`config.mk`:
```
export PLATFORM = sky130hd
export DESIGN_NAME = multi_client_watchdog_table
export DESIGN_NICKNAME = d
export VERILOG_FILES = /design/src/rtl/wdt_pkg.sv /design/src/rtl/wdt_front.sv /design/src/rtl/wdt_engine.sv /design/src/rtl/multi_client_watchdog_table.sv
export SDC_FILE = /design/constraint.sdc
export NUM_CORES = 1
export LEC_CHECK = 0
export BUFFER_PORTS_ARGS = -buffer_cell sky130_fd_sc_hd__buf_4
export CAP_MARGIN = 15
export CORE_MARGIN = 2
export CORE_UTILIZATION = 40
export DETAILED_ROUTE_END_ITERATION = 8
export PLACE_DENSITY_LB_ADDON = 0.2
export SLEW_MARGIN = 20
export SYNTH_ARGS = -nofsm -noshare
export SYNTH_HDL_FRONTEND = slang
export SYNTH_HIERARCHICAL = 1
export SYNTH_SLANG_ARGS = --single-unit
```
`constraint.sdc`:
```
create_clock -name clk -period 5.2 [get_ports clk]
set_clock_uncertainty 0.1 [all_clocks]
set_input_delay 0.52 -clock clk [delete_from_list [all_inputs] [get_ports clk]]
set_output_delay 0.52 -clock clk [all_outputs]
set_load 0.02 [all_outputs]
```
`src/rtl/wdt_pkg.sv`:
```
// ----------------------------------------------------------------------------
// wdt_pkg
// Shared types and codes of the client watchdog table: command kinds,
// decoded operations, result status codes, the command word struct that
// passes from the queue to the table engine and the result word struct.
// ----------------------------------------------------------------------------
`timescale 1ns / 1ps

package wdt_pkg;

  localparam int IdW   = 16;
  localparam int TypeW = 8;

  localparam logic [1:0] KIND_TICK   = 2'd0;
  localparam logic [1:0] KIND_ADD    = 2'd1;
  localparam logic [1:0] KIND_REMOVE = 2'd2;
  localparam logic [1:0] KIND_KICK   = 2'd3;

  localparam logic [2:0] ST_OK       = 3'd0;
  localparam logic [2:0] ST_FULL     = 3'd1;
  localparam logic [2:0] ST_NOTFOUND = 3'd2;
  localparam logic [2:0] ST_EXPIRED  = 3'd3;
  localparam logic [2:0] ST_NONE     = 3'd4;

  typedef enum logic [3:0] {
    OP_TICK   = 4'b0001,
    OP_ADD    = 4'b0010,
    OP_REMOVE = 4'b0100,
    OP_KICK   = 4'b1000
  } op_t;

  typedef struct packed {
    op_t              op;
    logic [IdW-1:0]   id;
    logic [TypeW-1:0] ctype;
  } cmd_t;

  typedef struct packed {
    logic [2:0]       status;
    logic [IdW-1:0]   id;
    logic [TypeW-1:0] ctype;
    logic             last;
  } res_t;

endpackage

```
`src/rtl/wdt_front.sv`:
```
// ----------------------------------------------------------------------------
// wdt_front
// Command front end: accepts command words, decodes the kind into an
// operation and holds them in a two-entry queue for the table engine.
// ----------------------------------------------------------------------------
`timescale 1ns / 1ps

module wdt_front (
  input  logic                clk,
  input  logic                rst_n,
  input  logic                start,
  output logic                busy,
  input  logic [1:0]          in_kind,
  input  logic [15:0]         in_client_id,
  input  logic [7:0]          in_client_type,
  output logic                cmd_valid,
  output wdt_pkg::cmd_t       cmd,
  input  logic                cmd_pop
);
  import wdt_pkg::*;

  cmd_t       q_r [2];
  logic       wr_ptr_r, wr_ptr_nxt;
  logic       rd_ptr_r, rd_ptr_nxt;
  logic [1:0] cnt_r, cnt_nxt;
  logic       push, pop;
  cmd_t       dec;

  always_comb begin
    dec.id    = in_client_id;
    dec.ctype = in_client_type;
    unique case (in_kind)
      KIND_TICK:   dec.op = OP_TICK;
      KIND_ADD:    dec.op = OP_ADD;
      KIND_REMOVE: dec.op = OP_REMOVE;
      default:     dec.op = OP_KICK;
    endcase
  end

  assign busy      = (cnt_r == 2'd2);
  assign push      = start && !busy;
  assign cmd_valid = (cnt_r != 2'd0);
  assign pop       = cmd_pop && cmd_valid;
  assign cmd       = q_r[rd_ptr_r];

  always_comb begin
    wr_ptr_nxt = push ? !wr_ptr_r : wr_ptr_r;
    rd_ptr_nxt = pop ? !rd_ptr_r : rd_ptr_r;
    cnt_nxt    = cnt_r + {1'b0, push} - {1'b0, pop};
  end

  always_ff @(posedge clk) begin
    if (!rst_n) begin
      wr_ptr_r <= 1'b0;
      rd_ptr_r <= 1'b0;
      cnt_r    <= 2'd0;
    end else begin
      wr_ptr_r <= wr_ptr_nxt;
      rd_ptr_r <= rd_ptr_nxt;
      cnt_r    <= cnt_nxt;
    end
  end

  always_ff @(posedge clk) begin
    if (push) begin
      q_r[wr_ptr_r] <= dec;
    end
  end

endmodule

```
`src/rtl/wdt_engine.sv`:
```
// ----------------------------------------------------------------------------
// wdt_engine
// Table engine: owns the client table memory, alive flags and entry count,
// and walks the table one entry a cycle for tick, kick and remove.
// ----------------------------------------------------------------------------
`timescale 1ns / 1ps

module wdt_engine #(
  parameter int MAX_ENTRIES = 16
) (
  input  logic           clk,
  input  logic           rst_n,
  input  logic           cmd_valid,
  input  wdt_pkg::cmd_t  cmd,
  output logic           cmd_pop,
  output logic           res_valid,
  output wdt_pkg::res_t  res
);
  import wdt_pkg::*;

  localparam int AW = (MAX_ENTRIES > 1) ? $clog2(MAX_ENTRIES) : 1;
  localparam int CW = $clog2(MAX_ENTRIES + 1);
  localparam int DW = IdW + TypeW;
  localparam logic [CW-1:0] MAX_CNT = CW'(MAX_ENTRIES);

  typedef enum logic [5:0] {
    S_IDLE  = 6'b000001,
    S_TICK  = 6'b000010,
    S_KICK  = 6'b000100,
    S_FIND  = 6'b001000,
    S_SHIFT = 6'b010000,
    S_SPARE = 6'b100000
  } state_t;

  state_t               state_r, state_nxt;
  logic [CW-1:0]        count_r, count_nxt;
  logic [CW-1:0]        ptr_r, ptr_nxt;
  logic                 rv_r, rv_nxt;
  logic [AW-1:0]        ridx_r, ridx_nxt;
  logic [MAX_ENTRIES-1:0] alive_r, alive_nxt;
  logic [IdW-1:0]       cmd_id_r, cmd_id_nxt;
  logic [DW-1:0]        pend_r, pend_nxt;
  logic                 have_pend_r, have_pend_nxt;
  logic                 res_valid_r, res_valid_nxt;
  res_t                 res_r, res_nxt;

  logic [DW-1:0]        mem [MAX_ENTRIES];
  logic [DW-1:0]        rd_data_r;
  logic                 mem_we;
  logic [AW-1:0]        mem_waddr;
  logic [DW-1:0]        mem_wdata;
  logic                 more, done;

  assign more      = (ptr_r < count_r);
  assign done      = !rv_r && !more;
  assign cmd_pop   = (state_r == S_IDLE) && cmd_valid;
  assign res_valid = res_valid_r;
  assign res       = res_r;

  always_comb begin
    state_nxt     = state_r;
    count_nxt     = count_r;
    ptr_nxt       = ptr_r;
    rv_nxt        = 1'b0;
    ridx_nxt      = ridx_r;
    alive_nxt     = alive_r;
    cmd_id_nxt    = cmd_id_r;
    pend_nxt      = pend_r;
    have_pend_nxt = have_pend_r;
    res_valid_nxt = 1'b0;
    res_nxt       = res_r;
    mem_we        = 1'b0;
    mem_waddr     = ridx_r - AW'(1);
    mem_wdata     = rd_data_r;

    if (state_r != S_IDLE && more) begin
      ptr_nxt  = ptr_r + CW'(1);
      rv_nxt   = 1'b1;
      ridx_nxt = ptr_r[AW-1:0];
    end

    unique case (state_r)
      S_IDLE: begin
        if (cmd_valid) begin
          ptr_nxt       = '0;
          have_pend_nxt = 1'b0;
          cmd_id_nxt    = cmd.id;
          unique case (cmd.op)
            OP_TICK: begin
              if (count_r == '0) begin
                res_valid_nxt = 1'b1;
                res_nxt       = '{status: ST_NONE, id: '0, ctype: '0, last: 1'b1};
              end else begin
                state_nxt = S_TICK;
              end
            end
            OP_ADD: begin
              res_valid_nxt = 1'b1;
              if (count_r < MAX_CNT) begin
                mem_we     = 1'b1;
                mem_waddr  = count_r[AW-1:0];
                mem_wdata  = {cmd.id, cmd.ctype};
                alive_nxt[count_r[AW-1:0]] = 1'b1;
                count_nxt  = count_r + CW'(1);
                res_nxt    = '{status: ST_OK, id: cmd.id, ctype: '0, last: 1'b1};
              end else begin
                res_nxt    = '{status: ST_FULL, id: cmd.id, ctype: '0, last: 1'b1};
              end
            end
            OP_REMOVE: state_nxt = S_FIND;
            default:   state_nxt = S_KICK;
          endcase
        end
      end
      S_TICK: begin
        if (rv_r) begin
          if (!alive_r[ridx_r]) begin
            if (have_pend_r) begin
              res_valid_nxt = 1'b1;
              res_nxt = '{status: ST_EXPIRED, id: pend_r[DW-1:TypeW],
                          ctype: pend_r[TypeW-1:0], last: 1'b0};
            end
            pend_nxt      = rd_data_r;
            have_pend_nxt = 1'b1;
          end else begin
            alive_nxt[ridx_r] = 1'b0;
          end
        end
        if (done) begin
          res_valid_nxt = 1'b1;
          state_nxt     = S_IDLE;
          if (have_pend_r) begin
            res_nxt = '{status: ST_EXPIRED, id: pend_r[DW-1:TypeW],
                        ctype: pend_r[TypeW-1:0], last: 1'b1};
          end else begin
            res_nxt = '{status: ST_NONE, id: '0, ctype: '0, last: 1'b1};
          end
        end
      end
      S_KICK: begin
        if (rv_r && rd_data_r[DW-1:TypeW] == cmd_id_r) begin
          alive_nxt[ridx_r] = 1'b1;
        end
        if (done) begin
          res_valid_nxt = 1'b1;
          res_nxt       = '{status: ST_OK, id: cmd_id_r, ctype: '0, last: 1'b1};
          state_nxt     = S_IDLE;
        end
      end
      S_FIND: begin
        if (rv_r && rd_data_r[DW-1:TypeW] == cmd_id_r) begin
          state_nxt = S_SHIFT;
          ptr_nxt   = CW'(ridx_r) + CW'(1);
          rv_nxt    = 1'b0;
        end else if (done) begin
          res_valid_nxt = 1'b1;
          res_nxt       = '{status: ST_NOTFOUND, id: cmd_id_r, ctype: '0, last: 1'b1};
          state_nxt     = S_IDLE;
        end
      end
      S_SHIFT: begin
        if (rv_r) begin
          mem_we = 1'b1;
          alive_nxt[ridx_r - AW'(1)] = alive_r[ridx_r];
        end
        if (done) begin
          count_nxt     = count_r - CW'(1);
          res_valid_nxt = 1'b1;
          res_nxt       = '{status: ST_OK, id: cmd_id_r, ctype: '0, last: 1'b1};
          state_nxt     = S_IDLE;
        end
      end
      default: state_nxt = S_IDLE;
    endcase
  end

  always_ff @(posedge clk) begin
    if (!rst_n) begin
      state_r     <= S_IDLE;
      count_r     <= '0;
      rv_r        <= 1'b0;
      alive_r     <= '0;
      have_pend_r <= 1'b0;
      res_valid_r <= 1'b0;
      ptr_r       <= '0;
    end else begin
      state_r     <= state_nxt;
      count_r     <= count_nxt;
      rv_r        <= rv_nxt;
      alive_r     <= alive_nxt;
      have_pend_r <= have_pend_nxt;
      res_valid_r <= res_valid_nxt;
      ptr_r       <= ptr_nxt;
    end
  end

  always_ff @(posedge clk) begin
    ridx_r   <= ridx_nxt;
    cmd_id_r <= cmd_id_nxt;
    pend_r   <= pend_nxt;
    res_r    <= res_nxt;
  end

  always_ff @(posedge clk) begin
    if (mem_we) begin
      mem[mem_waddr] <= mem_wdata;
    end
    rd_data_r <= mem[ptr_r[AW-1:0]];
  end

endmodule

```
`src/rtl/multi_client_watchdog_table.sv`:
```
// ----------------------------------------------------------------------------
// multi_client_watchdog_table
// Heartbeat watchdog over a compact table of monitored clients.
// ----------------------------------------------------------------------------
// Command channel: a word (in_kind, in_client_id, in_client_type) is taken on
// a clock edge with start high and busy low. Kinds: tick, add, remove, kick.
// Words land in a two-entry queue; busy rises only when that queue is full.
// Result channel: each result word shows on out_* for one cycle with
// out_valid high; out_last marks the final word of a command. The receiver
// cannot stall, so results never back up.
// Work per command, with n entries in the table:
//   add              write of the new entry behind the last one, if not full
//   kick             walk of all n entries, marking each match alive
//   remove           search, then shift of later entries
//   tick             walk of all n entries (none on an empty table),
//                    one expiry word per cycle at most
// Each command first passes through the queue. The table memory, with one
// write port and one read port, is read one entry a cycle.
// Reset empties the table and clears the queue; no clearing pass is needed.
// ----------------------------------------------------------------------------
`timescale 1ns / 1ps

module multi_client_watchdog_table #(
  parameter int MAX_ENTRIES = 16
) (
  input  logic        clk,
  input  logic        rst_n,
  input  logic        start,
  output logic        busy,
  input  logic [1:0]  in_kind,
  input  logic [15:0] in_client_id,
  input  logic [7:0]  in_client_type,
  output logic        out_valid,
  output logic [2:0]  out_status,
  output logic [15:0] out_expired_id,
  output logic [7:0]  out_expired_type,
  output logic        out_last
);
  import wdt_pkg::*;

  logic cmd_valid;
  logic cmd_pop;
  cmd_t cmd;
  res_t res;

  wdt_front u_front (
    .clk            (clk),
    .rst_n          (rst_n),
    .start          (start),
    .busy           (busy),
    .in_kind        (in_kind),
    .in_client_id   (in_client_id),
    .in_client_type (in_client_type),
    .cmd_valid      (cmd_valid),
    .cmd            (cmd),
    .cmd_pop        (cmd_pop)
  );

  wdt_engine #(
    .MAX_ENTRIES (MAX_ENTRIES)
  ) u_engine (
    .clk       (clk),
    .rst_n     (rst_n),
    .cmd_valid (cmd_valid),
    .cmd       (cmd),
    .cmd_pop   (cmd_pop),
    .res_valid (out_valid),
    .res       (res)
  );

  assign out_status       = res.status;
  assign out_expired_id   = res.id;
  assign out_expired_type = res.ctype;
  assign out_last         = res.last;

endmodule

```
# Word level (Yosys, flattened, before mapping)
# Memory sizes are Yosys's and may differ from the RTL's. A register that Yosys moved wholly into a read port is not among the register bits.
# Cells that the tools add are included.
[word_totals]
register_bits = 111
ram_bits = 440
in_bits = 29
wordCells = 183
n_memories = 2
[classes]
n_addsub = 7
magnitude_cmp = 8
eq_ne = 32
muxes = 82
n_bitwise = 5
reduce_logical = 30
[memory_table]
columns = ["name", "depth", "width", "rd", "rd_ports_with_merged_regs", "write_ports", "line", "rtl"]
rows = [
  ["u_engine.mem", 16, 24, 1, 1, 1, "wdt_engine.sv:47", "logic [DW-1:0] mem [MAX_ENTRIES];"],
  ["u_front.q_r", 2, 28, 1, 1, 1, "wdt_front.sv:22", "cmd_t q_r [2];"],
]
[ops]
columns = ["op", "n"]
rows = [
  ["$mux W28", 10],
  ["$mux W16", 7],
  ["$pmux W28 S4", 1],
  ["$mux W24", 4],
  ["$pmux W16 S4", 1],
  ["$pmux W28 S2", 1],
  ["$pmux W6 S3", 2],
  ["$mux W5", 7],
  ["$or A16 B16 Y16", 2],
  ["$mux W1", 28],
  ["$mux W26", 1],
  ["$mux W6", 4],
  ["$pmux W5 S2", 2],
  ["$and A16 B16 Y16", 1],
  ["$bwmux W16", 1],
  ["$eq A16 B16 Y1", 1],
  ["$mux W4", 4],
  ["$ne A2 B1 Y1 const B", 8],
  ["$not A16 Y16", 1],
  ["$lt A4 B5 Y1 const B", 3],
  ["$demux W1 S4", 3],
  ["$ge A4 B1 Y1 const B", 3],
  ["$pmux W4 S3", 1],
  ["$add A5 B1 Y5 const B", 2],
  ["40 further kinds", 66],
]

# Longest topological paths before layout
# Gate-level depths: netlist (run 1).
[logic_depth]
ltp_word = 9
depth_mapped = 12
ltp_nobuf = 10

# By module
# Netlist (run 1), hierarchy kept.
[by_module_without_submodules]
columns = ["mod", "instances", "cells_per_inst", "area_each_um2", "seq_area_each_um2"]
rows = [
  ["wdt_engine", 1, 1225, 21146.5, 14874.3],
  ["wdt_front", 1, 118, 2382.3, 1781.7],
]

# Worst setup path after synthesis (run 1)
# OpenSTA, ideal clock, no wires.
[synth_timing]
path_type = "flip-flop to flip-flop"
from = "register with a tool-made name"
to = "memory u_engine/mem[14][0] (netlist bit) (enable)"
setup_time_ns = 0.405
t_arrival_ns = 3.448
required_time_ns = 4.695
setup_slack_ns = 1.247
stages_incl_launch_ff = 10
n_path_buf = 3
synth_period_minus_slack_ns = 3.953
path_cell_list = "dfxtp_1 buf_6 mux2_2 or4b_4 or3_1 buf_6 clkbuf_1 o21ai_0 nand2_1 nor2_1"
[synth_rtl]
columns = ["element", "line"]
rows = [
  ["end, declared", "wdt_engine.sv:47"],
]

# Final worst setup path (run 1)
[layout_timing]
from = "register u_engine.count_r[2]"
to = "register u_engine.res_r, in the netlist u_engine/res[23] (enable)"
[layout_between]
elab_chain_len = 5
[layout_rtl]
columns = ["element", "line", "rtl"]
rows = [
  ["start, declared", "wdt_engine.sv:36", "logic [CW-1:0] count_r, count_nxt;"],
  ["start signal, assigned", "wdt_engine.sv:188", "count_r <= count_nxt;"],
  ["$lt A5 B5 Y1", "wdt_engine.sv:54", "assign more = (ptr_r < count_r);"],
  ["$logic_not A1 Y1", "wdt_engine.sv:55", "assign done = !rv_r && !more;"],
  ["$logic_and A1 B1 Y1", "wdt_engine.sv:55", ""],
  ["$ne A3 B1 Y1 (no line), or another cell as far along", "--", ""],
  ["$reduce_and A10 Y1 (no line) (*)", "--", ""],
  ["end signal, assigned", "wdt_engine.sv:201", "res_r <= res_nxt;"],
  ["end, declared", "wdt_engine.sv:45", "res_t res_r, res_nxt;"],
]
# Mark *: on every way between the ends. The rest lies on a longest branch, timed or not.
# A chain may end at the register's enable or synchronous reset.

==> results.ini, run 1 <==
[run_status]
status = completed

[cts]
cts_tree = yes
worstSkewPairLatency_ps = 640
cts-buffers-inserted = 60
h-tree-depth = 2
cts-resized-gates = 0
clkTransAtPathRegs_ps = 60
root_buffer = clkbuf_16
cts_num_sinks = 576
clock_path_buffers = 3

[yosys]
yosysSeqAreaShare_pct = 70.79
synthCells = 1343
async_reset_ff_share_pct = 0
synth_top_area_cell = edfxtp_1
yosys_warnings = 6
synthTopCellsByArea = edfxtp_1 65%, mux4_2 12%, dfxtp_1 5.4%
avgSynthCellArea_um2 = 17.52
syn-num-nets = 1390
synthFlopType = edfxtp_1
netlist.area_leader.share_pct = 65.34
synth_seq_cells = 576
synthDistinctLibCells = 65
syn_area_um2 = 23530
synth_edf_count = 512

[sta]
slew_violations = 0
max_freq_ghz = 0.2657
worst-slew-pin-transition_ps = 1048
grt_setup_unrepaired = false
setup_viol = 0
setup_ws_ps = 1436
min_period_ps = 3764
hold_violations = 0
hold-worst-slack_ps = 111.4
setup_tns_ps = 0
slew_headroom_pct = 30.12
fin_crit_sh_pct = 72.38

[drt]
wl_mm = 57.62
vias = 12760
dr.pass1.iters = 7
avgRoutedWirePerCell_um = 25.63
ant_nets = 0
drt_iter0_markers = 1333
via_per_inst = 5.676
drc = 0

[hold_path]
hp-class = input pin to flop
hp-start = in_kind[1]
hold_depth = 2

[floorplanning]
dieArea_um2 = 60780
ios = 59
start_util_pct = 40.63
coreArea_um2 = 57920
num_rows = 88
fp.dieH_um = 246.5
die_w_um = 246.5

[worst_setup_path]
startpoint = u_engine/count_r[2]$_SDFFE_PN0P_
r2r_cells = 8
cp-start-kind = flop
critPathCaptureType = flop
r2r-start = u_engine/count_r[2]$_SDFFE_PN0P_
worst-path-max-fanout = 29
cp.arrival_ps = 3890
crit_required_ps = 5330
critical_path_class = flop to flop

[placement]
placed_area_um2 = 24870
numPortBuffers = 58
place_hpwl_mm = 36.05
place.gp.congestion = 0.8826
pre_cts_ws_ps = 1448

[grt]
grt_first_pass_wirelength_mm = 84.15
grt_pass1_vias = 12400
grt_use_total_pct = 18.99
antenna_found_initial = 0
grt_max_degree = 102
overflow = 0

[final_layout]
area_growth_pct = 15.41
final_nets = 1478
stdcell_area_um2 = 27150
fillers = 4958
drive_gt1_share_pct = 24.43

[power_and_ir_drop]
ir_drop_mv = 0.2718
power.density_nw_per_um2 = 383.6
finalPower_mw = 10.42
p_leak_nw = 8.860

[flow_run]
cap_violations = 0

[synth_stat cells, drive strengths merged (13+ instances only)]
cell,instances
o21ai,23
and2,18
clkbuf,45
nand2,120
xor2,17
edfxtp,512
ha,17
a21oi,39
nor2,42
a222oi,16
xnor2,18
nor2b,13
nand3,23
inv,27
mux4,124
dfxtp,64
o211ai,26
mux2,29
nor3,13
buf,29
[cell type report]
class	instances	area [um^2]	share of cell area (%)
clock buffer	80	1657	6.101
sequential	576	16670	61.38
inverter	29	108.9	0.4009
antenna	1	2.502	0.009215
tap	765	957.2	3.525
multi-input combinational	664	6551	24.13
clock inverter	33	387.9	1.428
timing repair buffer	100	823.3	3.032
[layout by cell type (no fill, tap or decap), drive strengths merged, types with 24 or more instances in the layout]
cell	instances
a21oi	39
buf	76
clkbuf	80
clkinv	24
dfxtp	64
dlygate4sd3	24
edfxtp	512
inv	30
mux2	29
mux4	124
nand2	120
nor2	42
o211ai	26
[layer usage]
metal	up-vias	track usage, %	share of wire (%)
li1	5548	-	-
met2	465	28.22	45
met5	-	0	0
met4	0	3.987	1.5
met1	6680	29.31	47
met3	66	3.214	6.5
[per-stage QoR]
| stage | instances | utilization (%) |
|---|---|---|
| global route | 2247 | 46.88 |
| global placement | 2110 | 42.94 |
| detailed placement | 2110 | 42.94 |
| CTS | 2247 | 46.88 |
| finish | 2248 | 46.89 |
| floorplan | 1343 | - |
[power by group]
group	switching [mW]	internal (mW)
sequential	0.0762	5.21
combinational	0.473	0.267
clock	1.80	2.59
[state kept, by name, indices dropped and copies added (netlist names), named ones only]
signal,count
u_engine/res_valid,1
u_engine/ridx_r,4
u_engine/state_r,6
u_engine/rv_r,1
u_front/cnt_r,2
u_engine/mem,384
u_engine/cmd_id_r,16
u_engine/ptr_r,5
u_front/q_r,56
u_engine/rd_data_r,24
u_front/rd_ptr_r,1
u_engine/res,28
u_engine/alive_r,16
u_engine/pend_r,24
u_engine/have_pend_r,1
u_front/wr_ptr_r,1
u_engine/count_r,5
[critical path, cell delays in order (launching register included)]
cell,delay [ps]
dfxtp_1,600
clkinv_1,340
ha_1,390
a21o_1,120
a31oi_1,40
o21ai_1,420
nor2b_1,310
a311oi_1,80
and4bb_2,970
[repair_timing]
action                    4_1_cts  5_1_grt
hold buffers                   24        0
setup buffers                   0        0
hold endpoints to repair       48        0
[path summary, 6_finish.rpt]
kind                                        to  slack (ps)
setup / recovery    u_engine/res[23]$_DFFE_PP_        1440
hold / removal    u_front/q_r[1][24]$_DFFE_PP_         110
setup reg to reg    u_engine/res[23]$_DFFE_PP_        1440
hold reg to reg   u_engine/pend_r[6]$_DFFE_PP_         340
[logic make-up (layout without fill, tap and decap cells)]
family / count (synthesis) / in the layout / share of synthesized area (%)
and+or+nand+nor: 280 / 280 / 5.748
other: 1 / 2 / 0.01594
buffers and inverters: 103 / 242 / 1.957
AOI/OAI and AO/OA: 170 / 170 / 5.323
xor gates and xnor gates: 35 / 35 / 1.303
DFF: 576 / 576 / 70.79
adders and majority gates: 18 / 18 / 0.9891
muxes: 160 / 160 / 13.87
Power figures use the tool's default switching activity.
==> run 2: changes to the inputs <==
--- a/config.mk
+++ b/config.mk
@@ -5,6 +5,7 @@
 export SDC_FILE = /design/constraint.sdc
 export NUM_CORES = 1
 export LEC_CHECK = 0
+export ABC_AREA = 1
 export BUFFER_PORTS_ARGS = -buffer_cell sky130_fd_sc_hd__buf_4
 export CAP_MARGIN = 15
 export CORE_MARGIN = 2
==> constraint.sdc (replaced) <==
create_clock -name clk -period 3.5 [get_ports clk]
set_clock_uncertainty 0.1 [all_clocks]
set_input_delay 0.35 -clock clk [delete_from_list [all_inputs] [get_ports clk]]
set_output_delay 0.35 -clock clk [all_outputs]
set_load 0.02 [all_outputs]
==> run 2 against run 1 <==
Against the previous run:
- critical endpoint is now u_engine/mem[2][22]$_DFFE_PP_
- die area increased by 4.4%
- critical path depth is 6 higher
- wire length rose by 9.6%
- register-to-register slack got worse by 1100 ps
- core utilization is essentially flat
- combinational power grew to 2.5 times the previous value
- clock power is 39% higher
- sequential share of layout area decreased by 2.7 points
- via count is 29% higher
- sequential power grew 51%
- maximum frequency grew 19%
- final area increased by 4.6%
==> results.ini, run 2 <==
[final_layout]
drive_gt1_share_pct = 13.09
largest_register_ffs = 384
fillers = 5488
layout.cells.most_common_list = 512 x edfxtp_1, 445 x nand2_1, 328 x nor2_1, 138 x inv_1, 135 x o21ai_0
final_common_cell = edfxtp_1
area_growth_pct = 15.58
multi_input_comb_area_um2 = 6985
antenna_cells = 0
regArea_um2 = 16670
largest_register = u_engine/mem
final_nets = 2319

[drt]
ant_nets = 0
m1WireLength_mm = 28.18
wl_met2_mm = 29.36
dr.pass1.iters = 6
drt_iter0_markers = 1454
wl_mm = 63.18
via_per_inst = 5.283
drc = 0
avgRoutedWirePerCell_um = 20.35
wl_met3_mm = 3.602
vias = 16400
highest_layer = met4

[floorplanning]
die_w_um = 251.9
start_util_pct = 40.56
num_rows = 90
dieArea_um2 = 63440
fp.dieH_um = 251.9
ios = 59
coreArea_um2 = 60580

[hold_path]
hp-class = flop to flop
hp-start = u_engine/rd_data_r[0]$_DFF_P_

[worst_setup_path]
cp.arrival_ps = 3330
cp-start-kind = flop
worst-path-max-fanout = 20
critical_path_class = flop to flop
crit_required_ps = 3680
critPathCaptureType = flop

[yosys]
async_reset_ff_share_pct = 0
synthDistinctLibCells = 51
synthTopCellsByArea = edfxtp_1 63%, nand2_1 6.8%, nor2_1 5.3%
synth_top_area_cell = edfxtp_1
avgSynthCellArea_um2 = 11.39
synth_edf_count = 512
synthCells = 2158
yosys_warnings = 6
synth_seq_cells = 576
synthFlopType = edfxtp_1
yosysSeqAreaShare_pct = 67.78
syn_area_um2 = 24570
netlist.area_leader.share_pct = 62.56
synth.cells.most_frequent = 512 x edfxtp_1, 445 x nand2_1, 346 x nor2_1, 138 x inv_1, 138 x o21ai_0
syn-num-nets = 2205
yosysMostFrequentCell = edfxtp_1

[sta]
max_freq_ghz = 0.3166
hold_violations = 0
worst-slew-pin-transition_ps = 776.6
slew_violations = 0
min_period_ps = 3158
fin_crit_sh_pct = 90.24
setup_tns_ps = 0
setup_viol = 0
grt_setup_unrepaired = false
setup_ws_ps = 341.6
slew_headroom_pct = 48.17

[cts]
cts_num_sinks = 576
post_cts_buffers = 0
worstSkewPairLatency_ps = 630
root_buffer = clkbuf_16
h-tree-depth = 2
cts-resized-gates = 0
cts_tree = yes
clkTransAtPathRegs_ps = 60
cts-buffers-inserted = 58
clock_path_buffers = 3

[run_status]
status = completed

[power_and_ir_drop]
switching_share_pct = 25.52
seqPwrFrac_pct = 50.1
p_leak_nw = 10.45
power.internal_mw = 11.89
ir_drop_mv = 0.4553
pwr-share-clk_pct = 38.1
switching_power_mw = 4.075
combinationalPowerShare_pct = 11.8
power.density_nw_per_um2 = 562.2

[grt]
antenna_found_initial = 0
grt_max_degree = 124
grt_pass1_vias = 15810
grt_first_pass_wirelength_mm = 96.45
overflow = 0
grt_use_total_pct = 19.96

[flow_run]
cap_violations = 0

[placement]
numPortBuffers = 58
place_hpwl_mm = 41.45
pre_cts_ws_ps = 367.4
place.gp.congestion = 0.9550

run 2: cell count changes in the layout (fill, tap and decap cells not counted), sizes merged, moves of 77 or more:
| cell | delta |
|---|---|
| nand2 | +334 |
| nor2 | +314 |
| nand3 | +77 |
| inv | +122 |
| mux4 | -124 |
| o21ai | +119 |
run 2: power groups by stage:
| stage | clock network, mW | logic (mW) | registers (mW) |
|---|---|---|---|
| after floorplan | 0 | 1.15 | 8.12 |
| after global placement | 0 | 1.85 | 8.14 |
| after detailed placement | 0 | 1.86 | 8.14 |
| after CTS | 6.21 | 1.90 | 8.00 |
| after global routing | 6.48 | 2.07 | 8.02 |
| final | 6.09 | 1.88 | 8.00 |
run 2: per-stage QoR:
step / hold WS, ps / util [%] / cells / cell area, um^2 / total power, mW
2_1_floorplan: 308.6 / - / 2158 / 24570 / 9.274
3_3_place_gp: 322.9 / 43.29 / 2965 / 26230 / 9.988
3_5_place_dp: 323.4 / 43.29 / 2965 / 26230 / 10.00
4_1_cts: 317.7 / 46.89 / 3104 / 28400 / 16.10
5_1_grt: 330.6 / 46.89 / 3104 / 28400 / 16.57
6_report: 345.7 / 46.89 / 3104 / 28400 / 15.97
run 2: area by class of cell:
type | instances | share of cell area (%)
Clock buffer | 74 | 5.607
Clock inverter | 36 | 1.040
Inverter | 154 | 2.044
Multi-Input combinational cell | 1331 | 24.59
Sequential cell | 576 | 58.67
Tap cell | 782 | 3.445
Timing Repair Buffer | 151 | 4.599
run 2: per-layer routing:
metal  GRT usage (%)  vias up
met5               0        -
met4           7.101        0
met3           3.291      103
met2           31.93      450
met1           27.60     8062
li1                -     7782
run 2: cell families after synthesis:
family	synth area share, %
and+or+nand+nor	15.52
muxes	3.340
adders and majority gates	0.9470
AOI/OAI and AO/OA	7.703
DFF	67.78
other	0.01526
buffers and inverters	4.307
xor gates and xnor gates	0.3920
run 2: worst paths after layout:
| check | end | slack (ps) | cells after the start |
|---|---|---|---|
| worst max-delay path | u_engine/mem[2][22]$_DFFE_PP_ | 340 | 14 |
| worst min-delay path | u_engine/pend_r[0]$_DFFE_PP_ | 350 | 0 |
| worst max register to register | u_engine/mem[2][22]$_DFFE_PP_ | 340 | 14 |
| worst min register to register | u_engine/pend_r[0]$_DFFE_PP_ | 350 | 0 |
run 2: timing repair:
item,CTS,global route
hold buffers,29,0
endpoints found under the hold margin,58,0
endpoints found under the setup margin,0,0
run 2: worst max-delay path, cell delays in order, from the launching register on:
cell and delay (ps):
dfxtp_2 380, mux2_2 360, inv_1 80, nor2_1 40
nand2_1 90, inv_1 90, nand2_1 80, inv_1 70
nand2_4 140, inv_2 70, or2_2 270, o21ai_1 170
nand2_1 310, nor2_4 250, buf_4 320
